## config.mk

```make
export PLATFORM = sky130hd
export DESIGN_NAME = sprite_list_tile_expander_top
export DESIGN_NICKNAME = d
export VERILOG_FILES = /design/src/hw/rtl/slte_pkg.sv /design/src/hw/rtl/slte_front.sv /design/src/hw/rtl/slte_queue.sv /design/src/hw/rtl/slte_back.sv /design/src/hw/rtl/sprite_list_tile_expander_top.sv
export SDC_FILE = /design/constraint.sdc
export NUM_CORES = 1
export LEC_CHECK = 0
export BUFFER_PORTS_ARGS = -buffer_cell sky130_fd_sc_hd__buf_2
export CAP_MARGIN = 10
export CORE_MARGIN = 4
export CORE_UTILIZATION = 61
export DETAILED_ROUTE_END_ITERATION = 16
export PLACE_DENSITY = 0.81
export SYNTH_ARGS = -nofsm -noshare
export SYNTH_HDL_FRONTEND = slang
export SYNTH_SLANG_ARGS = --single-unit
```

## constraint.sdc

```tcl
create_clock -name clk -period 10.09 [get_ports clk]
set_input_delay 0.5045 -clock clk [delete_from_list [all_inputs] [get_ports clk]]
set_output_delay 0.5045 -clock clk [all_outputs]
set_load 0.01 [all_outputs]
```

## src/hw/rtl/slte_pkg.sv

```systemverilog
// Shared types, constants and helpers for the sprite list tile expander.
package slte_pkg;

  localparam int unsigned QueueDepth = 4;

  localparam int unsigned InDataW  = 56;
  localparam int unsigned OutDataW = 40;

  localparam logic [9:0] MirrorPos = 10'd240;
  localparam logic [9:0] TileStep  = 10'd16;
  localparam logic [9:0] RowOffset = 10'd8;

  typedef struct packed {
    logic [11:0] tile_start;
    logic [1:0]  hlog;
    logic [1:0]  wlog;
    logic        fy;
    logic        fx;
    logic [3:0]  colour;
    logic [9:0]  sx;
    logic [9:0]  sy;
  } desc_t;

  function automatic logic [2:0] span_max(input logic [1:0] lg);
    logic [2:0] m;
    unique case (lg)
      2'd0: m = 3'd0;
      2'd1: m = 3'd1;
      2'd2: m = 3'd3;
      2'd3: m = 3'd7;
      default: m = 3'd0;
    endcase
    return m;
  endfunction

endpackage

```

## src/hw/rtl/slte_front.sv

```systemverilog
// Entry decoder: accepts sprite entries, drops hidden ones, builds expansion descriptors.
module slte_front (
  input  logic                         s_tvalid,
  output logic                         s_tready,
  input  logic [slte_pkg::InDataW-1:0] s_tdata,
  input  logic                         q_full,
  output logic                         q_push,
  output slte_pkg::desc_t              q_desc
);

  logic [15:0] attr_word;
  logic [15:0] code_word;
  logic [15:0] pos_word;
  logic        frame_odd;
  logic        keep;
  logic [11:0] hmask;
  logic [11:0] base;

  always_comb begin
    attr_word = s_tdata[15:0];
    code_word = s_tdata[31:16];
    pos_word  = s_tdata[47:32];
    frame_odd = s_tdata[48];

    keep  = attr_word[15] && !(pos_word[11] && !frame_odd);
    hmask = {9'd0, slte_pkg::span_max(attr_word[12:11])};
    base  = code_word[11:0] & ~hmask;

    q_desc.tile_start = attr_word[14] ? base : (base | hmask);
    q_desc.hlog       = attr_word[12:11];
    q_desc.wlog       = attr_word[10:9];
    q_desc.fy         = attr_word[14];
    q_desc.fx         = attr_word[13];
    q_desc.colour     = pos_word[15:12];
    q_desc.sx         = slte_pkg::MirrorPos - {pos_word[8], pos_word[8:0]};
    q_desc.sy         = slte_pkg::MirrorPos - slte_pkg::RowOffset
                        - {attr_word[8], attr_word[8:0]};

    s_tready = !q_full;
    q_push   = s_tvalid && s_tready && keep;
  end

endmodule

```

## src/hw/rtl/slte_queue.sv

```systemverilog
// Descriptor queue between the entry decoder and the tile expander.
module slte_queue #(
  parameter int unsigned Depth = slte_pkg::QueueDepth
) (
  input  logic            clk,
  input  logic            rst,
  input  logic            push,
  input  slte_pkg::desc_t push_desc,
  output logic            full,
  input  logic            pop,
  output logic            valid,
  output slte_pkg::desc_t pop_desc
);

  localparam int unsigned PtrW = (Depth > 1) ? $clog2(Depth) : 1;
  localparam int unsigned CntW = $clog2(Depth + 1);

  slte_pkg::desc_t entries [Depth];
  logic [PtrW-1:0] wr_ptr;
  logic [PtrW-1:0] rd_ptr;
  logic [CntW-1:0] count;
  logic [PtrW-1:0] wr_ptr_next;
  logic [PtrW-1:0] rd_ptr_next;
  logic [CntW-1:0] count_next;

  always_comb begin
    full  = (count == CntW'(Depth));
    valid = (count != '0);
    pop_desc = entries[rd_ptr];

    wr_ptr_next = wr_ptr;
    rd_ptr_next = rd_ptr;
    count_next  = count;
    if (push) begin
      wr_ptr_next = (wr_ptr == PtrW'(Depth - 1)) ? '0 : wr_ptr + 1'b1;
    end
    if (pop) begin
      rd_ptr_next = (rd_ptr == PtrW'(Depth - 1)) ? '0 : rd_ptr + 1'b1;
    end
    if (push && !pop) begin
      count_next = count + 1'b1;
    end else if (pop && !push) begin
      count_next = count - 1'b1;
    end
  end

  always_ff @(posedge clk) begin
    if (rst) begin
      wr_ptr <= '0;
      rd_ptr <= '0;
      count  <= '0;
    end else begin
      wr_ptr <= wr_ptr_next;
      rd_ptr <= rd_ptr_next;
      count  <= count_next;
    end
  end

  always_ff @(posedge clk) begin
    if (push) begin
      entries[wr_ptr] <= push_desc;
    end
  end

  a_count_bound: assert property (@(posedge clk) disable iff (rst)
    count <= CntW'(Depth)) else $error("queue count above depth");

  a_no_overflow: assert property (@(posedge clk) disable iff (rst)
    push |-> !full) else $error("push into full queue");

  a_no_underflow: assert property (@(posedge clk) disable iff (rst)
    pop |-> valid) else $error("pop from empty queue");

endmodule

```

## src/hw/rtl/slte_back.sv

```systemverilog
// Tile expander: walks columns and rows of one descriptor, one tile beat per cycle unless m_tready stalls it.
module slte_back (
  input  logic                          clk,
  input  logic                          rst,
  input  logic                          q_valid,
  input  slte_pkg::desc_t               q_desc,
  output logic                          q_pop,
  output logic                          m_tvalid,
  input  logic                          m_tready,
  output logic [slte_pkg::OutDataW-1:0] m_tdata,
  output logic                          m_tlast
);

  slte_pkg::desc_t cur;
  logic            active;
  logic [2:0]      col;
  logic [2:0]      row;
  logic [9:0]      px;
  logic [9:0]      py;
  logic [11:0]     tile;

  logic            active_next;
  logic            m_tvalid_next;
  logic            emit;
  logic            last;
  logic            load;
  logic            row_end;

  always_comb begin
    emit    = active && (!m_tvalid || m_tready);
    row_end = (row == slte_pkg::span_max(cur.hlog));
    last    = row_end && (col == slte_pkg::span_max(cur.wlog));
    load    = q_valid && (!active || (emit && last));
    q_pop   = load;

    active_next = active;
    if (load) begin
      active_next = 1'b1;
    end else if (emit && last) begin
      active_next = 1'b0;
    end

    m_tvalid_next = m_tvalid;
    if (emit) begin
      m_tvalid_next = 1'b1;
    end else if (m_tready) begin
      m_tvalid_next = 1'b0;
    end
  end

  always_ff @(posedge clk) begin
    if (rst) begin
      active   <= 1'b0;
      m_tvalid <= 1'b0;
      col      <= '0;
      row      <= '0;
    end else begin
      active   <= active_next;
      m_tvalid <= m_tvalid_next;
      if (load || (emit && last)) begin
        col <= '0;
        row <= '0;
      end else if (emit && row_end) begin
        col <= col + 1'b1;
        row <= '0;
      end else if (emit) begin
        row <= row + 1'b1;
      end
    end
  end

  always_ff @(posedge clk) begin
    if (load) begin
      cur  <= q_desc;
      px   <= q_desc.sx;
      py   <= q_desc.sy;
      tile <= q_desc.tile_start;
    end else if (emit && row_end) begin
      px   <= px - slte_pkg::TileStep;
      py   <= cur.sy;
      tile <= cur.tile_start;
    end else if (emit) begin
      py   <= py - slte_pkg::TileStep;
      tile <= cur.fy ? tile + 1'b1 : tile - 1'b1;
    end
    if (emit) begin
      m_tdata <= {2'b00, cur.colour, cur.fy, cur.fx, py, px, tile};
      m_tlast <= last;
    end
  end

  a_idle_counters: assert property (@(posedge clk) disable iff (rst)
    !active |-> (col == '0) && (row == '0)) else $error("counters busy while idle");

  a_last_ends_run: assert property (@(posedge clk) disable iff (rst)
    emit && last && !load |=> !active) else $error("run continues past last tile");

  a_load_when_free: assert property (@(posedge clk) disable iff (rst)
    load && active |-> emit && last) else $error("descriptor loaded mid-run");

endmodule

```

## src/hw/rtl/sprite_list_tile_expander_top.sv

```systemverilog
// Top level of the sprite list tile expander.
// An accepted entry is registered in the queue, then in the expander, then at the output.
// Throughput: the entry decoder takes one beat per cycle while the descriptor queue has room.
// The expander emits one tile per cycle unless stalled, and 2^wlog * 2^hlog (1..64) per entry.
// Hidden entries (enable clear, or flash on an even frame) never reach the expander.
// Reset (rst, synchronous) empties the queue, stops the expander and drops the output beat.
module sprite_list_tile_expander_top #(
  parameter int unsigned QueueDepth = slte_pkg::QueueDepth
) (
  input  logic                          clk,
  input  logic                          rst,
  input  logic                          s_tvalid,
  output logic                          s_tready,
  // attr_word[15:0], code_word[31:16], pos_word[47:32], frame_odd[48], zero[55:49]
  input  logic [slte_pkg::InDataW-1:0]  s_tdata,
  output logic                          m_tvalid,
  input  logic                          m_tready,
  // tile_code[11:0], screen_x[21:12], screen_y[31:22], mirror_x[32], mirror_y[33],
  // colour[37:34], zero[39:38]
  output logic [slte_pkg::OutDataW-1:0] m_tdata,
  output logic                          m_tlast
);

  slte_pkg::desc_t push_desc;
  slte_pkg::desc_t pop_desc;
  logic            q_full;
  logic            q_push;
  logic            q_pop;
  logic            q_valid;

  slte_front u_front (
    .s_tvalid (s_tvalid),
    .s_tready (s_tready),
    .s_tdata  (s_tdata),
    .q_full   (q_full),
    .q_push   (q_push),
    .q_desc   (push_desc)
  );

  slte_queue #(
    .Depth (QueueDepth)
  ) u_queue (
    .clk       (clk),
    .rst       (rst),
    .push      (q_push),
    .push_desc (push_desc),
    .full      (q_full),
    .pop       (q_pop),
    .valid     (q_valid),
    .pop_desc  (pop_desc)
  );

  slte_back u_back (
    .clk      (clk),
    .rst      (rst),
    .q_valid  (q_valid),
    .q_desc   (pop_desc),
    .q_pop    (q_pop),
    .m_tvalid (m_tvalid),
    .m_tready (m_tready),
    .m_tdata  (m_tdata),
    .m_tlast  (m_tlast)
  );

endmodule

```

==> impl_metrics.csv, run 1 <==
group,metric,value,unit
setup_path,reg2reg_setup_slack,6570,ps
drt,num_vias,6248,
clock_network,clockBufferDepth,3,
drt,wire_per_inst,21.3,um
floorplanning,rows,50,
floorplanning,ioPinCount,103,
pwr,irDropWorstVdd,0.166,mV
yosys,synthDistinctLibCells,49,
drt,ant_nets,0,
global_route,grt_overflow,0,
hold_path,worstHoldEndpoint,"u_queue.entries[2][26]",
yosys,synth_area,0.0115,mm2
drt,finalWirelength,22.1,mm
timing,tns,0,ps
drt,routed_via_density,6.04,
timing,finalSetupViolCount,0,
clock_network,cts_tree,"built",
yosys,synth_seq_cells,288,
timing,finalClockSkew,19.7,ps
timing,layout_setup_ws,6570,ps
setup_path,worstRegToRegCells,11,
timing,hold_viol,0,
setup_path,r2r_start,"u_back.row[2]",
yosys,ys.flop_type,"edfxtp_1",
pwr,p_leak,4.54,nW
clock_network,cts.htree.levels,1,
setup_path,end_kind,"flop",
clock_network,cts.sinks,288,
global_route,antenna_found_initial,2,
timing,relSlewSlack,0.186,
timing,fin_crit_sh,0.349,
hold_path,hold_path_class,"in -> reg",
hold_path,min_delay_path_depth,1,
drt,dr.pass1.iters,5,
finish,utilization,0.701,
placed_design,place_ws,6430,ps
finish,drive_gt1_frac,0.230,
yosys,postSynthCellCount,680,
run_status,status,"completed",
global_route,grt_max_degree,66,
timing,fmax,0.284,GHz
pwr,power_density,309,mW/mm2
floorplanning,coreArea,0.0186,mm2
finish,nets,863,
placed_design,gp_congestion,0.781,
clock_network,cts_setup_buffers,0,
floorplanning,die-area,0.0212,mm2
placed_design,dp_hpwl,13.4,mm
timing,tightestPinTransition,1220,ps
clock_network,ctsHoldBuffers,0,
drt,drtIter0Drc,441,
yosys,synth_edf_count,271,
clock_network,clockRootBuffer,"clkbuf_16",
placed_design,port_buffers,87,
clock_network,cts.reportedPaths.clkPinSlew,60,ps
timing,slew_violations,0,
yosys,async_reset_ff_frac,0,
clock_network,clk_latency,520,ps
clock_network,cts_resized,0,
global_route,grt_pass1_vias,6633,
floorplanning,chipHeight,146,um
run,cap_violations,0,
yosys,ys_seq_area_frac,0.735,
floorplanning,initial_core_util,0.619,
setup_path,crit_arrival,3950,ps
finish,area_delta_synth_final,13.3,%
hold_path,hp-start,"s_tdata[9]",
setup_path,cp.required,10520,ps
timing,finalCriticalPeriod,3520,ps
global_route,grt_pass1_wl,35.1,mm
clock_network,numCtsBuffers,27,
global_route,grt_use_total,0.209,
drt,drc,0,
timing,rsz0062_at_grt,"false",
yosys,yosys_warnings,0,
setup_path,cp-start-kind,"flop",
setup_path,setup.worst_path.class,"reg -> reg",
yosys,avgSynthCellArea,17.0,um2
floorplanning,die_w,146,um
setup_path,critical_path.max_fanout,65,
setup_path,rr_endpoint,"u_queue.count[2]",
-- how the worst max path moves through the flow --
| stage | start | endpoint | slack (ps) | cells past startpoint |
|---|---|---|---|---|
| CTS | u_back.cur[28] | u_back.px[3] | 6560 | 7 |
| detailed placement | m_tready | u_queue.count[2] | 6430 | 13 |
| global placement | m_tready | u_queue.count[2] | 6640 | 13 |
| global route | u_back.cur[28] | u_back.cur[4] | 6350 | 7 |
| floorplan | m_tready | u_queue.count[2] | 6600 | 13 |
| finish | u_back.row[2] | u_queue.count[2] | 6570 | 11 |
-- where the power goes --
part           internal [mW]  switching [mW]  leakage (nW)
clock                  0.564           0.403         0.408
sequential              1.70           0.154          2.65
combinational          0.489           0.729          1.48
-- cell usage in the layout, fill, tap and decap left out, types with 4 or more instances in the layout --
master     Yosys  routed
a21oi_1       26      26
a31oi_1        9       9
and2_2         0       4
buf_2          7      87
buf_4          2       7
clkbuf_1      13       5
clkbuf_16      0      27
clkinv_1       0       7
clkinv_2       0       4
dfxtp_1       17      15
diode_2        0       4
edfxtp_1     271     271
ha_1          22      22
inv_1         31      30
mux2i_1        6       6
mux4_2        42      42
nand2_1       46      46
nand3_1       12      12
nor2_1        45      45
nor2b_1        6       6
nor3_1        10      10
o2111ai_1      4       4
o211ai_1       7       7
o21ai_0       23      22
or3_1          6       6
xnor2_1       25      25
xor2_1        11      11
-- metal layers --
metal | global-route usage | vias up | wire length (um)
met2 | 0.381 | 213 | 12000
met1 | 0.254 | 3176 | 8290
met4 | 0.0755 | 2 | 554
met3 | 0.0321 | 44 | 1160
met5 | 0 | - | 13
li1 | - | 2813 | -
-- final cells by class --
cell class / instances / area (um2)
antenna: 4 / 10.0
clock buffer: 32 / 694
clock inverter: 15 / 144
fill: 1096 / 5570
inverter: 31 / 116
multi-input combinational: 337 / 2850
sequential: 288 / 8480
tap: 234 / 293
timing repair buffer: 94 / 488
-- critical path: stages (launching register included) --
cell and delay (ps):
dfxtp_1 450, xor2_1 220, nor2_1 130, o21a_2 390, a31oi_4 220, buf_4 560
ha_1 310, inv_1 60, fa_1 380, xor2_1 180, or3_1 330, a21oi_1 180
-- flip-flops by register name (all words and copies together), names as in the netlist, 3 cells and up, named ones only --
register / cells
u_back.cur: 32
u_back.px: 10
u_back.tile: 12
u_back.col: 3
u_queue.entries: 168
u_back.m_tdata: 38
u_back.row: 3
u_queue.count: 3
u_back.py: 10
-- cells in the mapped netlist (all sizes together) (3+ instances only) --
cell / n / area [um2]
nor2b: 6 / 37.5
or3: 6 / 37.5
o2111ai: 4 / 35.0
nand2b: 3 / 18.8
a31oi: 10 / 68.8
a21oi: 26 / 130
xor2: 11 / 96.3
dfxtp: 17 / 340
clkbuf: 13 / 48.8
o211ai: 7 / 52.6
nand3: 12 / 60.1
mux4: 42 / 946
nor2: 45 / 169
edfxtp: 271 / 8140
nor3b: 3 / 22.5
buf: 12 / 68.8
and2: 6 / 37.5
nand2: 46 / 173
xnor2: 25 / 219
o21ai: 23 / 115
nor3: 10 / 50.1
ha: 22 / 275
inv: 31 / 116
mux2i: 6 / 60.1
-- per-stage QoR --
| step | cell area (um2) | hold WS, ps | power [mW] | std cells |
|---|---|---|---|---|
| floorplan | 11500 | 400 | 2.71 | 681 |
| detailed placement | 12200 | 405 | 3.06 | 984 |
| global route | 13100 | 188 | 4.25 | 1032 |
| global placement | 12200 | 402 | 2.98 | 984 |
| finish | 13100 | 203 | 4.04 | 1035 |
| CTS | 13100 | 184 | 4.05 | 1031 |
-- cells by family (layout without fill, tap and decap cells) --
| logic type | count (synthesis) | after routing | share of synthesized area |
|---|---|---|---|
| XOR/XNOR | 36 | 36 | 0.0273 |
| buffers and inverters | 56 | 172 | 0.0203 |
| AO/OA/AOI/OAI | 81 | 81 | 0.0448 |
| AND/OR/NAND/NOR | 146 | 146 | 0.0580 |
| adder cells (fa/ha/maj) | 24 | 24 | 0.0273 |
| flip-flops | 288 | 288 | 0.735 |
| other | 1 | 6 | 0.000325 |
| multiplexers | 48 | 48 | 0.0872 |
Power figures use the tool's default switching activity.
==> run 2, diff against run 1 <==
--- a/config.mk
+++ b/config.mk
@@ -8,9 +8,9 @@
 export BUFFER_PORTS_ARGS = -buffer_cell sky130_fd_sc_hd__buf_2
 export CAP_MARGIN = 10
 export CORE_MARGIN = 4
-export CORE_UTILIZATION = 61
+export CORE_UTILIZATION = 53
 export DETAILED_ROUTE_END_ITERATION = 16
-export PLACE_DENSITY = 0.81
+export PLACE_DENSITY = 0.75
 export SYNTH_ARGS = -nofsm -noshare
 export SYNTH_HDL_FRONTEND = slang
 export SYNTH_SLANG_ARGS = --single-unit
==> constraint.sdc (replaced) <==
create_clock -name clk -period 3 [get_ports clk]
set_input_delay 0.15 -clock clk [delete_from_list [all_inputs] [get_ports clk]]
set_output_delay 0.15 -clock clk [all_outputs]
set_load 0.01 [all_outputs]
==> run 2 against run 1 <==
Hold slack got worse by 170 ps. Wire length decreased by 3.1%. Register-to-register slack got worse by 6400 ps. Die area increased by 14%. Power increased to 3.4 times the previous value. Critical path type unchanged. Critical endpoint is now u_back.tile[10]. Largest cell class unchanged. Largest power group unchanged.
==> impl_metrics.csv, run 2 (same netlist as run 1, synthesis figures left out) <==
group,metric,value,unit
drt,routed_via_density,5.57,
floorplanning,ioPinCount,103,
timing,tns,0,ps
placed_design,placed_area,0.0124,mm2
placed_design,dp_hpwl,13.9,mm
global_route,grt_overflow,0,
timing,fmax,0.357,GHz
global_route,antenna_found_initial,0,
drt,drtIter0Drc,480,
clock_network,ctsHoldBuffers,25,
pwr,p_leak,4.74,nW
clock_network,numCtsBuffers,28,
timing,slew_violations,0,
pwr,power_density,1020,mW/mm2
floorplanning,coreArea,0.0212,mm2
setup_path,worstRegToRegCells,8,
drt,ant_nets,0,
clock_network,clockRootBuffer,"clkbuf_16",
timing,finalClockSkew,8.49,ps
placed_design,gp_congestion,0.828,
drt,drc,0,
floorplanning,die-area,0.0242,mm2
clock_network,clk_latency,530,ps
floorplanning,chipHeight,156,um
timing,finalSetupViolCount,0,
finish,n_antenna_cell,0,
drt,wl_met2,10.7,mm
finish,layout_common_cells,"edfxtp_1 (271), buf_2 (87), nor2_1 (45), nand2_1 (45), mux4_2 (42)",
finish,layout_commonest_cell,"edfxtp_1",
clock_network,cts_setup_buffers,0,
drt,finalWirelength,21.4,mm
setup_path,cp-start-kind,"flop",
finish,area_delta_synth_final,17.8,%
finish,reg_top3,"u_queue.entries: 168 flops, u_back.m_tdata: 38 flops, u_back.cur: 32 flops",
drt,m1WireLength,8.98,mm
timing,relSlewSlack,0.449,
timing,finalCriticalPeriod,2800,ps
run,cap_violations,0,
run_status,status,"completed",
floorplanning,die_w,156,um
drt,wire_per_inst,19.2,um
setup_path,critical_path.max_fanout,11,
clock_network,cts.sinks,288,
clock_network,cts_resized,0,
clock_network,cts.reportedPaths.clkPinSlew,60,ps
drt,wl_met3,1.19,mm
global_route,grt_pass1_vias,6397,
timing,hold_viol,0,
drt,highest_layer,"met4",
timing,rsz0062_at_grt,"false",
floorplanning,rows,53,
setup_path,end_kind,"flop",
drt,num_vias,6195,
clock_network,cts.htree.levels,1,
finish,fillers,1480,
setup_path,cp.required,3270,ps
timing,tightestPinTransition,818,ps
hold_path,min_delay_path_depth,2,
placed_design,port_buffers,87,
global_route,grt_max_degree,43,
setup_path,setup.worst_path.class,"reg -> reg",
global_route,grt_use_total,0.178,
clock_network,clockBufferDepth,3,
floorplanning,initial_core_util,0.544,
pwr,irDropWorstVdd,0.488,mV
finish,nets,901,
finish,drive_gt1_frac,0.239,
global_route,grt_pass1_wl,34.1,mm
drt,dr.pass1.iters,4,
setup_path,crit_arrival,3070,ps
hold_path,hold_path_class,"in -> reg",
finish,largest-register,"u_queue.entries",
clock_network,cts_tree,"built",
timing,fin_crit_sh,0.933,
finish,final_cell_area,0.0136,mm2
finish,largest_reg_flops,168,
## run 2: final timing paths
check | to | slack (ps) | from
worst max-delay path | u_back.tile[10] | 200 | u_back.cur[25]
worst min-delay path | u_queue.entries[3][14] | 30 | s_tdata[36]
worst max register to register | u_back.tile[10] | 200 | u_back.cur[25]
worst min register to register | u_back.m_tdata[37] | 420 | u_back.cur[23]
## run 2: through the flow
step	hold WS, ps	power, mW	std cells	util	setup WS, ps
after floorplan	249	9.18	681	-	24.7
after global placement	361	10.2	1037	0.586	336
after detailed placement	368	10.4	1037	0.586	192
after CTS	9.93	13.9	1113	0.640	190
after global routing	32.8	14.6	1113	0.640	32.3
final	32.8	13.8	1113	0.640	201
## run 2: report_power, final
part / internal (mW) / leakage, nW / switching, mW
Sequential: 5.70 / 2.65 / 0.426
Clock: 2.02 / 0.438 / 1.38
Combinational: 1.81 / 1.65 / 2.45
## run 2: cell type report
type / instances / area [um2] / share of cell area
Clock buffer: 37 / 756 / 0.0556
Clock inverter: 14 / 141 / 0.0104
Inverter: 31 / 120 / 0.00884
Multi-Input combinational cell: 337 / 2870 / 0.211
Sequential cell: 288 / 8480 / 0.624
Tap cell: 275 / 344 / 0.0253
Timing Repair Buffer: 131 / 878 / 0.0646
## run 2: per-layer routing
metal,up-vias,track usage
met5,-,0
met4,0,0.0534
met3,42,0.0269
met2,179,0.305
met1,3079,0.240
li1,2895,-
## run 2: worst max-delay path: stages, from the launching register on
cell and delay [ps]:
edfxtp_1 430, inv_1 320, ha_1 360, a21oi_1 290, o2111ai_1 230, a2111oi_0 580
nor4_1 100, nor2_1 140, a31oi_1 90
